File: config.mk
export PLATFORM = sky130hd
export DESIGN_NAME = coordinated_axis_rate_planner_unit
export DESIGN_NICKNAME = d
export VERILOG_FILES = /design/src/design/carp_pkg.sv /design/src/design/carp_front.sv /design/src/design/carp_queue.sv /design/src/design/carp_div.sv /design/src/design/carp_back.sv /design/src/design/coordinated_axis_rate_planner_unit.sv
export SDC_FILE = /design/constraint.sdc
export NUM_CORES = 2
export LEC_CHECK = 0
export ABC_AREA = 1
export BUFFER_PORTS_ARGS = -buffer_cell sky130_fd_sc_hd__buf_2
export CAP_MARGIN = 20
export CORE_MARGIN = 1.5
export CORE_UTILIZATION = 25
export CTS_BUF_LIST = sky130_fd_sc_hd__clkbuf_8
export CTS_CLUSTER_DIAMETER = 80
export DETAILED_ROUTE_END_ITERATION = 12
export PLACE_DENSITY = 0.47
export SYNTH_ARGS = -nofsm -noshare
export SYNTH_HDL_FRONTEND = slang
export SYNTH_HIERARCHICAL = 1
export SYNTH_SLANG_ARGS = --single-unit
File: constraint.sdc
create_clock -name clk -period 19.3 [get_ports clk]
set_input_delay 3.86 -clock clk [delete_from_list [all_inputs] [get_ports clk]]
set_output_delay 3.86 -clock clk [all_outputs]
set_load 0.1 [all_outputs]
File: src/design/carp_pkg.sv
// Shared constants for the coordinated axis rate planner.
package carp_pkg;

  localparam int FREQ_BITS = 19;
  localparam int TIME_BITS = 21;
  localparam logic [FREQ_BITS-1:0] FREQ_SAT = '1;
  localparam logic [TIME_BITS-1:0] TIME_MAX = '1;

  localparam int CFG_AW = 4;
  localparam int CFG_DW = 32;

  localparam logic [1:0] REG_RATE_LIMIT  = 2'd0;
  localparam logic [1:0] REG_TIME_MARGIN = 2'd1;
  localparam logic [1:0] REG_STEPS_TURN  = 2'd2;

  localparam logic [7:0] RATE_LIMIT_RST  = 8'd90;
  localparam logic [9:0] TIME_MARGIN_RST = 10'd10;
  localparam logic [9:0] STEPS_TURN_RST  = 10'd200;

  localparam logic [1:0] AXIS_X = 2'd0;
  localparam logic [1:0] AXIS_Y = 2'd1;
  localparam logic [1:0] AXIS_Z = 2'd2;

  localparam int Q_DEPTH = 2;
  localparam int QPTR_W  = 1;

endpackage

File: src/design/carp_front.sv
// Front end: keep the previous target, form axis distances, directions and the largest distance.
module carp_front #(
  parameter int POSITION_BITS = 17
) (
  input  logic                       clk,
  input  logic                       rst,
  input  logic                       accept,
  input  logic [POSITION_BITS-1:0]   target_x,
  input  logic [POSITION_BITS-1:0]   target_y,
  input  logic [POSITION_BITS-1:0]   target_z,
  output logic [4*POSITION_BITS+2:0] entry
);
  import carp_pkg::*;

  localparam int P = POSITION_BITS;

  typedef struct packed {
    logic [P-1:0] dx;
    logic [P-1:0] dy;
    logic [P-1:0] dz;
    logic [2:0]   dir;
    logic [P-1:0] dmax;
  } job_t;

  logic [P-1:0] prev_x, prev_y, prev_z;
  job_t job;

  always_comb begin
    job = '0;
    job.dir[2] = target_x < prev_x;
    job.dir[1] = target_y < prev_y;
    job.dir[0] = target_z < prev_z;
    job.dx = job.dir[2] ? prev_x - target_x : target_x - prev_x;
    job.dy = job.dir[1] ? prev_y - target_y : target_y - prev_y;
    job.dz = job.dir[0] ? prev_z - target_z : target_z - prev_z;
    job.dmax = job.dx;
    if (job.dy > job.dmax) begin
      job.dmax = job.dy;
    end
    if (job.dz > job.dmax) begin
      job.dmax = job.dz;
    end
  end

  assign entry = job;

  always_ff @(posedge clk) begin
    if (rst) begin
      prev_x <= '0;
      prev_y <= '0;
      prev_z <= '0;
    end else if (accept) begin
      prev_x <= target_x;
      prev_y <= target_y;
      prev_z <= target_z;
    end
  end

endmodule

File: src/design/carp_queue.sv
// Two-entry queue between the front end and the back end.
module carp_queue #(
  parameter int WIDTH = 71
) (
  input  logic             clk,
  input  logic             rst,
  input  logic             wr_en,
  input  logic [WIDTH-1:0] wr_data,
  input  logic             rd_en,
  output logic [WIDTH-1:0] rd_data,
  output logic             full,
  output logic             not_empty
);
  import carp_pkg::*;

  logic [WIDTH-1:0]  slots [Q_DEPTH];
  logic [QPTR_W-1:0] wr_ptr, rd_ptr;
  logic [QPTR_W:0]   count;

  assign full      = count == (QPTR_W+1)'(Q_DEPTH);
  assign not_empty = count != '0;
  assign rd_data   = slots[rd_ptr];

  always_ff @(posedge clk) begin
    if (wr_en) begin
      slots[wr_ptr] <= wr_data;
    end
  end

  always_ff @(posedge clk) begin
    if (rst) begin
      wr_ptr <= '0;
      rd_ptr <= '0;
      count  <= '0;
    end else begin
      if (wr_en) begin
        wr_ptr <= wr_ptr + 1'b1;
      end
      if (rd_en) begin
        rd_ptr <= rd_ptr + 1'b1;
      end
      case ({wr_en, rd_en})
        2'b10:   count <= count + 1'b1;
        2'b01:   count <= count - 1'b1;
        default: count <= count;
      endcase
    end
  end

endmodule

File: src/design/carp_div.sv
// Shared restoring divider, one quotient bit per cycle.
module carp_div #(
  parameter int RW = 28,
  parameter int QW = 21,
  parameter int CW = 5
) (
  input  logic          clk,
  input  logic          rst,
  input  logic          start,
  input  logic [RW-1:0] rem_init,
  input  logic [QW-1:0] dvd_init,
  input  logic [RW-1:0] divisor,
  input  logic [CW-1:0] steps,
  output logic          done,
  output logic [QW-1:0] quot
);
  logic [RW-1:0] rem, dsr;
  logic [QW-1:0] shreg;
  logic [CW-1:0] cnt;
  logic [RW+1:0] trial;
  logic          ge;

  always_comb begin
    trial = {1'b0, rem, shreg[QW-1]} - {2'b00, dsr};
    ge    = !trial[RW+1];
  end

  assign quot = shreg;

  always_ff @(posedge clk) begin
    if (start) begin
      rem   <= rem_init;
      shreg <= dvd_init;
      dsr   <= divisor;
    end else if (cnt != '0) begin
      // keep the trial difference when it did not borrow
      rem   <= ge ? trial[RW-1:0] : {rem[RW-2:0], shreg[QW-1]};
      shreg <= {shreg[QW-2:0], ge};
    end
  end

  always_ff @(posedge clk) begin
    if (rst) begin
      cnt  <= '0;
      done <= 1'b0;
    end else begin
      done <= 1'b0;
      if (start) begin
        cnt <= steps;
      end else if (cnt != '0) begin
        cnt <= cnt - 1'b1;
        if (cnt == CW'(1)) begin
          done <= 1'b1;
        end
      end
    end
  end

endmodule

File: src/design/carp_back.sv
// Back end: move time, per-axis step frequency and the result register.
module carp_back #(
  parameter int POSITION_BITS = 17
) (
  input  logic                            clk,
  input  logic                            rst,
  input  logic                            job_valid,
  input  logic [4*POSITION_BITS+2:0]      job_in,
  output logic                            job_take,
  input  logic [7:0]                      rate_limit,
  input  logic [9:0]                      time_margin,
  input  logic [9:0]                      steps_per_turn,
  input  logic                            pop,
  output logic                            out_valid,
  output logic [carp_pkg::FREQ_BITS-1:0]  freq_x,
  output logic [carp_pkg::FREQ_BITS-1:0]  freq_y,
  output logic [carp_pkg::FREQ_BITS-1:0]  freq_z,
  output logic                            dir_x,
  output logic                            dir_y,
  output logic                            dir_z,
  output logic [carp_pkg::TIME_BITS-1:0]  move_time
);
  import carp_pkg::*;

  localparam int P  = POSITION_BITS;
  localparam int QW = (P + 4 > FREQ_BITS) ? P + 4 : FREQ_BITS;
  localparam int TW = P + 5;
  localparam int DW = P + 11;
  localparam int NW = P + 20;
  localparam int RW = DW;
  localparam int CW = $clog2(QW + 1);
  localparam int XW = (TW > TIME_BITS) ? TW : TIME_BITS;

  typedef struct packed {
    logic [P-1:0] dx;
    logic [P-1:0] dy;
    logic [P-1:0] dz;
    logic [2:0]   dir;
    logic [P-1:0] dmax;
  } job_t;

  typedef enum logic [7:0] {
    ST_IDLE = 8'b0000_0001,
    ST_TDIV = 8'b0000_0010,
    ST_TIME = 8'b0000_0100,
    ST_MUL1 = 8'b0000_1000,
    ST_MUL2 = 8'b0001_0000,
    ST_FCHK = 8'b0010_0000,
    ST_FDIV = 8'b0100_0000,
    ST_DONE = 8'b1000_0000
  } state_t;

  state_t state, state_next;
  job_t   jin, job;
  logic [TW-1:0]   t_reg;
  logic [DW-1:0]   den;
  logic [P+9:0]    prod;
  logic [NW-1:0]   num;
  logic [1:0]      axis;
  logic [FREQ_BITS-1:0] freq_r [3];
  logic [P-1:0]    d_sel;
  logic [7:0]      rate_eff;
  logic [P+3:0]    dmax10;
  logic [13:0]     margin10;
  logic [XW-1:0]   t_ext;
  logic            too_fast;
  logic            load_out;

  logic          div_start, div_done;
  logic [RW-1:0] div_rem, div_dsr;
  logic [QW-1:0] div_dvd, div_quot;
  logic [CW-1:0] div_steps;

  assign jin      = job_in;
  assign rate_eff = (rate_limit == '0) ? 8'd1 : rate_limit;
  assign dmax10   = (P+4)'(jin.dmax) * (P+4)'(10);
  assign margin10 = 14'(time_margin) * 14'd10;
  assign t_ext    = XW'(t_reg);
  assign too_fast = (num >> FREQ_BITS) >= NW'(den);

  always_comb begin
    case (axis)
      AXIS_X:  d_sel = job.dx;
      AXIS_Y:  d_sel = job.dy;
      default: d_sel = job.dz;
    endcase
  end

  // Start the divider: move time from IDLE, a frequency quotient from FCHK.
  always_comb begin
    div_start = 1'b0;
    div_rem   = '0;
    div_dvd   = QW'(dmax10);
    div_dsr   = RW'(rate_eff);
    div_steps = CW'(QW);
    job_take  = 1'b0;
    unique case (state)
      ST_IDLE: begin
        if (job_valid) begin
          div_start = 1'b1;
          job_take  = 1'b1;
        end
      end
      ST_FCHK: begin
        div_rem   = RW'(num >> FREQ_BITS);
        div_dvd   = QW'(num[FREQ_BITS-1:0]) << (QW - FREQ_BITS);
        div_dsr   = den;
        div_steps = CW'(FREQ_BITS);
        div_start = (den != '0) && !too_fast;
      end
      default: begin
        div_start = 1'b0;
      end
    endcase
  end

  carp_div #(
    .RW(RW),
    .QW(QW),
    .CW(CW)
  ) u_div (
    .clk      (clk),
    .rst      (rst),
    .start    (div_start),
    .rem_init (div_rem),
    .dvd_init (div_dvd),
    .divisor  (div_dsr),
    .steps    (div_steps),
    .done     (div_done),
    .quot     (div_quot)
  );

  always_comb begin
    state_next = state;
    load_out   = 1'b0;
    unique case (state)
      ST_IDLE: if (job_valid) state_next = ST_TDIV;
      ST_TDIV: if (div_done) state_next = ST_TIME;
      ST_TIME: state_next = ST_MUL1;
      ST_MUL1: state_next = ST_MUL2;
      ST_MUL2: state_next = ST_FCHK;
      ST_FCHK: begin
        if (div_start) begin
          state_next = ST_FDIV;
        end else begin
          state_next = (axis == AXIS_Z) ? ST_DONE : ST_MUL1;
        end
      end
      ST_FDIV: begin
        if (div_done) begin
          state_next = (axis == AXIS_Z) ? ST_DONE : ST_MUL1;
        end
      end
      ST_DONE: begin
        if (!out_valid || pop) begin
          load_out   = 1'b1;
          state_next = ST_IDLE;
        end
      end
      default: state_next = ST_IDLE;
    endcase
  end

  always_ff @(posedge clk) begin
    if (rst) begin
      state     <= ST_IDLE;
      out_valid <= 1'b0;
    end else begin
      state <= state_next;
      if (load_out) begin
        out_valid <= 1'b1;
      end else if (pop) begin
        out_valid <= 1'b0;
      end
    end
  end

  always_ff @(posedge clk) begin
    if (job_take) begin
      job <= jin;
    end
    if (state == ST_TDIV && div_done) begin
      t_reg <= TW'(div_quot) + TW'(margin10);
    end
    if (state == ST_TIME) begin
      den  <= DW'(t_reg) * DW'(60);
      axis <= AXIS_X;
    end
    if (state == ST_MUL1) begin
      prod <= (P+10)'(d_sel) * (P+10)'(steps_per_turn);
    end
    if (state == ST_MUL2) begin
      num <= NW'(prod) * NW'(1000);
    end
    if (state == ST_FCHK && !div_start) begin
      freq_r[axis] <= (den == '0) ? '0 : FREQ_SAT;
      axis         <= axis + 1'b1;
    end
    if (state == ST_FDIV && div_done) begin
      freq_r[axis] <= div_quot[FREQ_BITS-1:0];
      axis         <= axis + 1'b1;
    end
    if (load_out) begin
      freq_x    <= freq_r[AXIS_X];
      freq_y    <= freq_r[AXIS_Y];
      freq_z    <= freq_r[AXIS_Z];
      dir_x     <= job.dir[2];
      dir_y     <= job.dir[1];
      dir_z     <= job.dir[0];
      move_time <= (t_ext > XW'(TIME_MAX)) ? TIME_MAX : t_ext[TIME_BITS-1:0];
    end
  end

endmodule

File: src/design/coordinated_axis_rate_planner_unit.sv
// Top level of the coordinated three-axis rate planner.
//
// - Input queue side: drive target_x/y/z and raise push; a transfer happens
//   on a rising edge with push high and full low. Each target is compared
//   with the previous one (the origin after reset).
// - Result queue side: while empty is low the oldest result sits on freq_*,
//   dir_* and move_time; pop with empty low completes the transfer.
// - Configuration: APB-style writes to rate_limit (0x0), time_margin (0x4)
//   and steps_per_turn (0x8); pready is tied high. Write only while idle.
// - Flow: the front end classifies a target in the cycle it is accepted
//   and drops it into a two-entry queue. The back end shares one bit-serial
//   divider: first the move time, a quotient of max(POSITION_BITS+4, 19)
//   bits, then for each axis the MUL1, MUL2 and FCHK states and a 19-bit
//   frequency quotient (no division when the move time is zero or the
//   frequency clips). The back end takes the next item from the queue only
//   after it has loaded the previous result.
// - The back end finishes its next item while a result waits and holds it
//   until pop frees the result register; with the queue full, full rises.
// - Synchronous reset clears the queue, the result valid flag and the previous
//   position, and restores the register defaults.
module coordinated_axis_rate_planner_unit #(
  parameter int POSITION_BITS = 17
) (
  input  logic                            clk,
  input  logic                            rst,
  input  logic                            psel,
  input  logic                            penable,
  input  logic                            pwrite,
  input  logic [carp_pkg::CFG_AW-1:0]     paddr,
  input  logic [carp_pkg::CFG_DW-1:0]     pwdata,
  output logic [carp_pkg::CFG_DW-1:0]     prdata,
  output logic                            pready,
  input  logic                            push,
  output logic                            full,
  input  logic [POSITION_BITS-1:0]        target_x,
  input  logic [POSITION_BITS-1:0]        target_y,
  input  logic [POSITION_BITS-1:0]        target_z,
  input  logic                            pop,
  output logic                            empty,
  output logic [carp_pkg::FREQ_BITS-1:0]  freq_x,
  output logic [carp_pkg::FREQ_BITS-1:0]  freq_y,
  output logic [carp_pkg::FREQ_BITS-1:0]  freq_z,
  output logic                            dir_x,
  output logic                            dir_y,
  output logic                            dir_z,
  output logic [carp_pkg::TIME_BITS-1:0]  move_time
);
  import carp_pkg::*;

  localparam int EW = 4 * POSITION_BITS + 3;

  logic [7:0] rate_limit;
  logic [9:0] time_margin;
  logic [9:0] steps_per_turn;
  logic       cfg_wr;
  logic       accept;
  logic [EW-1:0] front_entry, q_head;
  logic       q_valid, q_take, out_valid;

  // Configuration registers; the write lands on the access phase.
  assign pready = 1'b1;
  assign cfg_wr = psel && penable && pwrite && pready;

  always_ff @(posedge clk) begin
    if (rst) begin
      rate_limit     <= RATE_LIMIT_RST;
      time_margin    <= TIME_MARGIN_RST;
      steps_per_turn <= STEPS_TURN_RST;
    end else if (cfg_wr) begin
      unique case (paddr[3:2])
        REG_RATE_LIMIT:  rate_limit     <= pwdata[7:0];
        REG_TIME_MARGIN: time_margin    <= pwdata[9:0];
        REG_STEPS_TURN:  steps_per_turn <= pwdata[9:0];
        default: begin
          // unmapped address: drop the write
        end
      endcase
    end
  end

  always_comb begin
    unique case (paddr[3:2])
      REG_RATE_LIMIT:  prdata = CFG_DW'(rate_limit);
      REG_TIME_MARGIN: prdata = CFG_DW'(time_margin);
      REG_STEPS_TURN:  prdata = CFG_DW'(steps_per_turn);
      default:         prdata = '0;
    endcase
  end

  // Input transfer: accept whenever the decoupling queue has room.
  assign accept = push && !full;

  carp_front #(
    .POSITION_BITS(POSITION_BITS)
  ) u_front (
    .clk      (clk),
    .rst      (rst),
    .accept   (accept),
    .target_x (target_x),
    .target_y (target_y),
    .target_z (target_z),
    .entry    (front_entry)
  );

  carp_queue #(
    .WIDTH(EW)
  ) u_queue (
    .clk       (clk),
    .rst       (rst),
    .wr_en     (accept),
    .wr_data   (front_entry),
    .rd_en     (q_take),
    .rd_data   (q_head),
    .full      (full),
    .not_empty (q_valid)
  );

  carp_back #(
    .POSITION_BITS(POSITION_BITS)
  ) u_back (
    .clk            (clk),
    .rst            (rst),
    .job_valid      (q_valid),
    .job_in         (q_head),
    .job_take       (q_take),
    .rate_limit     (rate_limit),
    .time_margin    (time_margin),
    .steps_per_turn (steps_per_turn),
    .pop            (pop && !empty),
    .out_valid      (out_valid),
    .freq_x         (freq_x),
    .freq_y         (freq_y),
    .freq_z         (freq_z),
    .dir_x          (dir_x),
    .dir_y          (dir_y),
    .dir_z          (dir_z),
    .move_time      (move_time)
  );

  // Result side looks like a queue: empty until a result is registered.
  assign empty = !out_valid;

endmodule

==> qor.csv <==
metric;value;unit
status;completed;
register bit count reported by yosys;621;
count of clock tree sinks;621;
clock-pin slew reported for the worst setup and hold paths after clock tree synthesis;0.07;ns
fin worst setup slack;8.54;ns
all-layer global routing usage;0.133;
Hold Slack;0.411;ns
grt total ovfl;0;
number of input and output port buffers inserted;162;
CTS Buffer Depth;3;
antenna violations before repair;2;
CTS buffer count;112;
Tot Pwr;8.44;mW
cell leakage power;23.2;nW
area taken by multi-input logic gates;0.0257;sq mm
pin count of the biggest net entering global routing;79;
count of endpoints failing setup in the final report;0;
hold buffers post-CTS;0;
worst endpoint data arrival time;11.29;ns
number of max-capacitance violations reported;0;
Top-Level Pins;210;
synthesized cell area;0.0468;sq mm
Core Footprint;0.186;sq mm
via count of the routed design;34400;
register area;0.0177;sq mm
Commonest cells post-synth;nand2_1 (1100), inv_1 (760), edfxtp_1 (522);
Initial Util;0.252;
fillers;20000;
number of buffer and inverter stages on the critical path;7;
setup clock skew after layout;0.0742;ns
number of distinct library cells after synthesis;73;
TritonCTS clock tree;yes;
kind of path behind the tightest hold check;flop to flop;
initial drt markers;2255;
ys async rst share;0;
number of post-CTS setup repair buffers;0;
top cell family by delay on the critical path;simple AND/OR/NAND/NOR gates;
Area growth, synth to finish;12.4;%
ratio of cells with drive above 1 in the final layout;0.107;
DP Area;0.0505;sq mm
# DRC;0;
Post-synth EDFFs;522;
top cell type's share of synthesized area;0.335;
pre-CTS WS;7.80;ns
global-route wire length before repair;199000;um
row cnt;158;
clock latency of the later-clocked register in the worst-skew pair;0.86;ns
library cell appearing most often on the critical path;nand2_1;
number of vias per cell;4.36;
count of antenna-violating nets left after detailed routing;0;
Syn Area/Cell;9.19;sq um
RSZ-0062 raised after global routing;false;
number of placed instances, taps included;7686;
clock tree root buffer cell;clkbuf_8;
ratio of total power to cell area;160;mW/mm^2
TNS Setup;0;ns
final weighted congestion in routability-driven placement;0.870;
area of all placed cells without fillers;0.0527;sq mm
routed length per placed instance;16.3;um
longest individual stage delay on the worst path;0.67;ns
period utilization;0.557;
number of instances in the synthesized netlist;5096;
largest cells by area after synthesis;edfxtp_1 (33%), fa_1 (11%), ha_1 (11%);
via count of the first global-routing pass;34000;
count of final max-slew check failures;0;
vertical extent of the die;436;um
number of standard cells in the final layout excluding fillers;7893;
peak fanout along the critical path;18;
worst IR drop on VDD;0.000128;V
minimum period implied by the final worst setup slack;10.76;ns
post-synthesis cell type with the largest combined area;edfxtp_1;
Detail Placement HPWL;100000;um
Synth Warn #;6;
fmax;92.9;MHz
sequential element share of the synthesized area;0.377;
total length of routed wires;128000;um
total die area;0.190;sq mm
type of destination of the critical path;flop;
share of the core filled with cells in the final layout;0.283;
dominant cell by count in the synthesized netlist;nand2_1;
cell with the biggest individual delay on the critical path;clkinv_1;
H-tree Lvls;3;
Fin. Hold Viols;0;
leading register cell type out of synthesis;edfxtp_1;
Worst Tran Pin Value;1.09;ns
width of the die;436;um
relative slew slack;0.270;
count of TritonRoute iterations in the first routing pass;7;
type of the setup path with the least slack;input pin to flop;
CP Data Required Time;19.83;ns
final net count;6099;
Startpoint Class;input pin;
Resized Gates After CTS;0;
state kept, by name, indices dropped and copies added (netlist names), 22 cells and up, named ones only:
register / cells
u_back/prod: 27
u_back/u_div/rem: 28
u_back/den: 26
u_queue/slots: 142
u_back/job: 54
u_back/num: 34
u_back/u_div/dsr: 28
u_back/t_ext: 22
u_back/freq_r: 57
cell families (layout without fill, tap and decap cells):
| family | after synthesis | after routing | share of synthesized area |
|---|---|---|---|
| buffers and inverters | 906 | 1189 | 0.0793 |
| muxes | 77 | 77 | 0.0240 |
| xor gates and xnor gates | 172 | 172 | 0.0322 |
| AOI/OAI and AO/OA | 627 | 627 | 0.0797 |
| DFF | 621 | 621 | 0.377 |
| adders and majority gates | 685 | 685 | 0.226 |
| other | 4 | 38 | 0.000320 |
| and+or+nand+nor | 2004 | 2004 | 0.182 |
report_power, final:
group / leakage (nW) / switching (mW) / internal, mW
logic: 16.7 / 3.35 / 1.69
clock network: 1.26 / 0.599 / 0.652
registers: 5.26 / 0.139 / 2.02
cell type report:
class | instances | share of cell area
diodes | 1 | 0.0000475
clock inverters | 91 | 0.0118
well taps | 2480 | 0.0589
flip-flops and latches | 621 | 0.335
inverters | 783 | 0.0558
repair buffers | 200 | 0.0210
multi-input cells | 3602 | 0.487
clock buffers | 115 | 0.0301
worst paths after layout:
kind,from,end,slack (ns),cells past startpoint
max,target_x[14],u_queue/slots[0][4],8.54,31
min,u_back/freq_r[0][11],u_back/freq_x[11],0.41,0
max reg2reg,u_front/prev_x[14],u_queue/slots[0][4],11.46,29
min reg2reg,u_back/freq_r[0][11],u_back/freq_x[11],0.41,0
placed cells by master (no fill, tap or decap), drive strengths merged, types with 3 or more instances in the layout:
cell      instances
a211oi           58
a21boi           14
a21o             20
a21oi           280
a221oi            3
a22o             17
a31oi            10
and2              3
buf             200
bufinv            7
clkbuf          115
clkinv           44
clkinvlp          4
conb             37
dfxtp            99
edfxtp          522
fa              267
ha              418
inv             819
mux2             71
mux2i             6
nand2          1149
nand3           255
nand3b           17
nand4            36
nor2            486
nor3             35
nor3b             5
nor4              9
o2111ai           6
o211ai            5
o21a              3
o21ai           178
o21bai           18
o221ai            5
o31ai             5
or2               8
xnor2            57
xor2            115
routing by layer:
layer  vias to the layer above  part of all wire  track usage
li1                      17100                 -            -
met1                     16400              0.49        0.190
met2                       701              0.45        0.210
met3                       152             0.040       0.0204
met4                         0             0.021       0.0309
met5                         -                 0            0
Note: power is estimated with default switching activity, not from simulation.
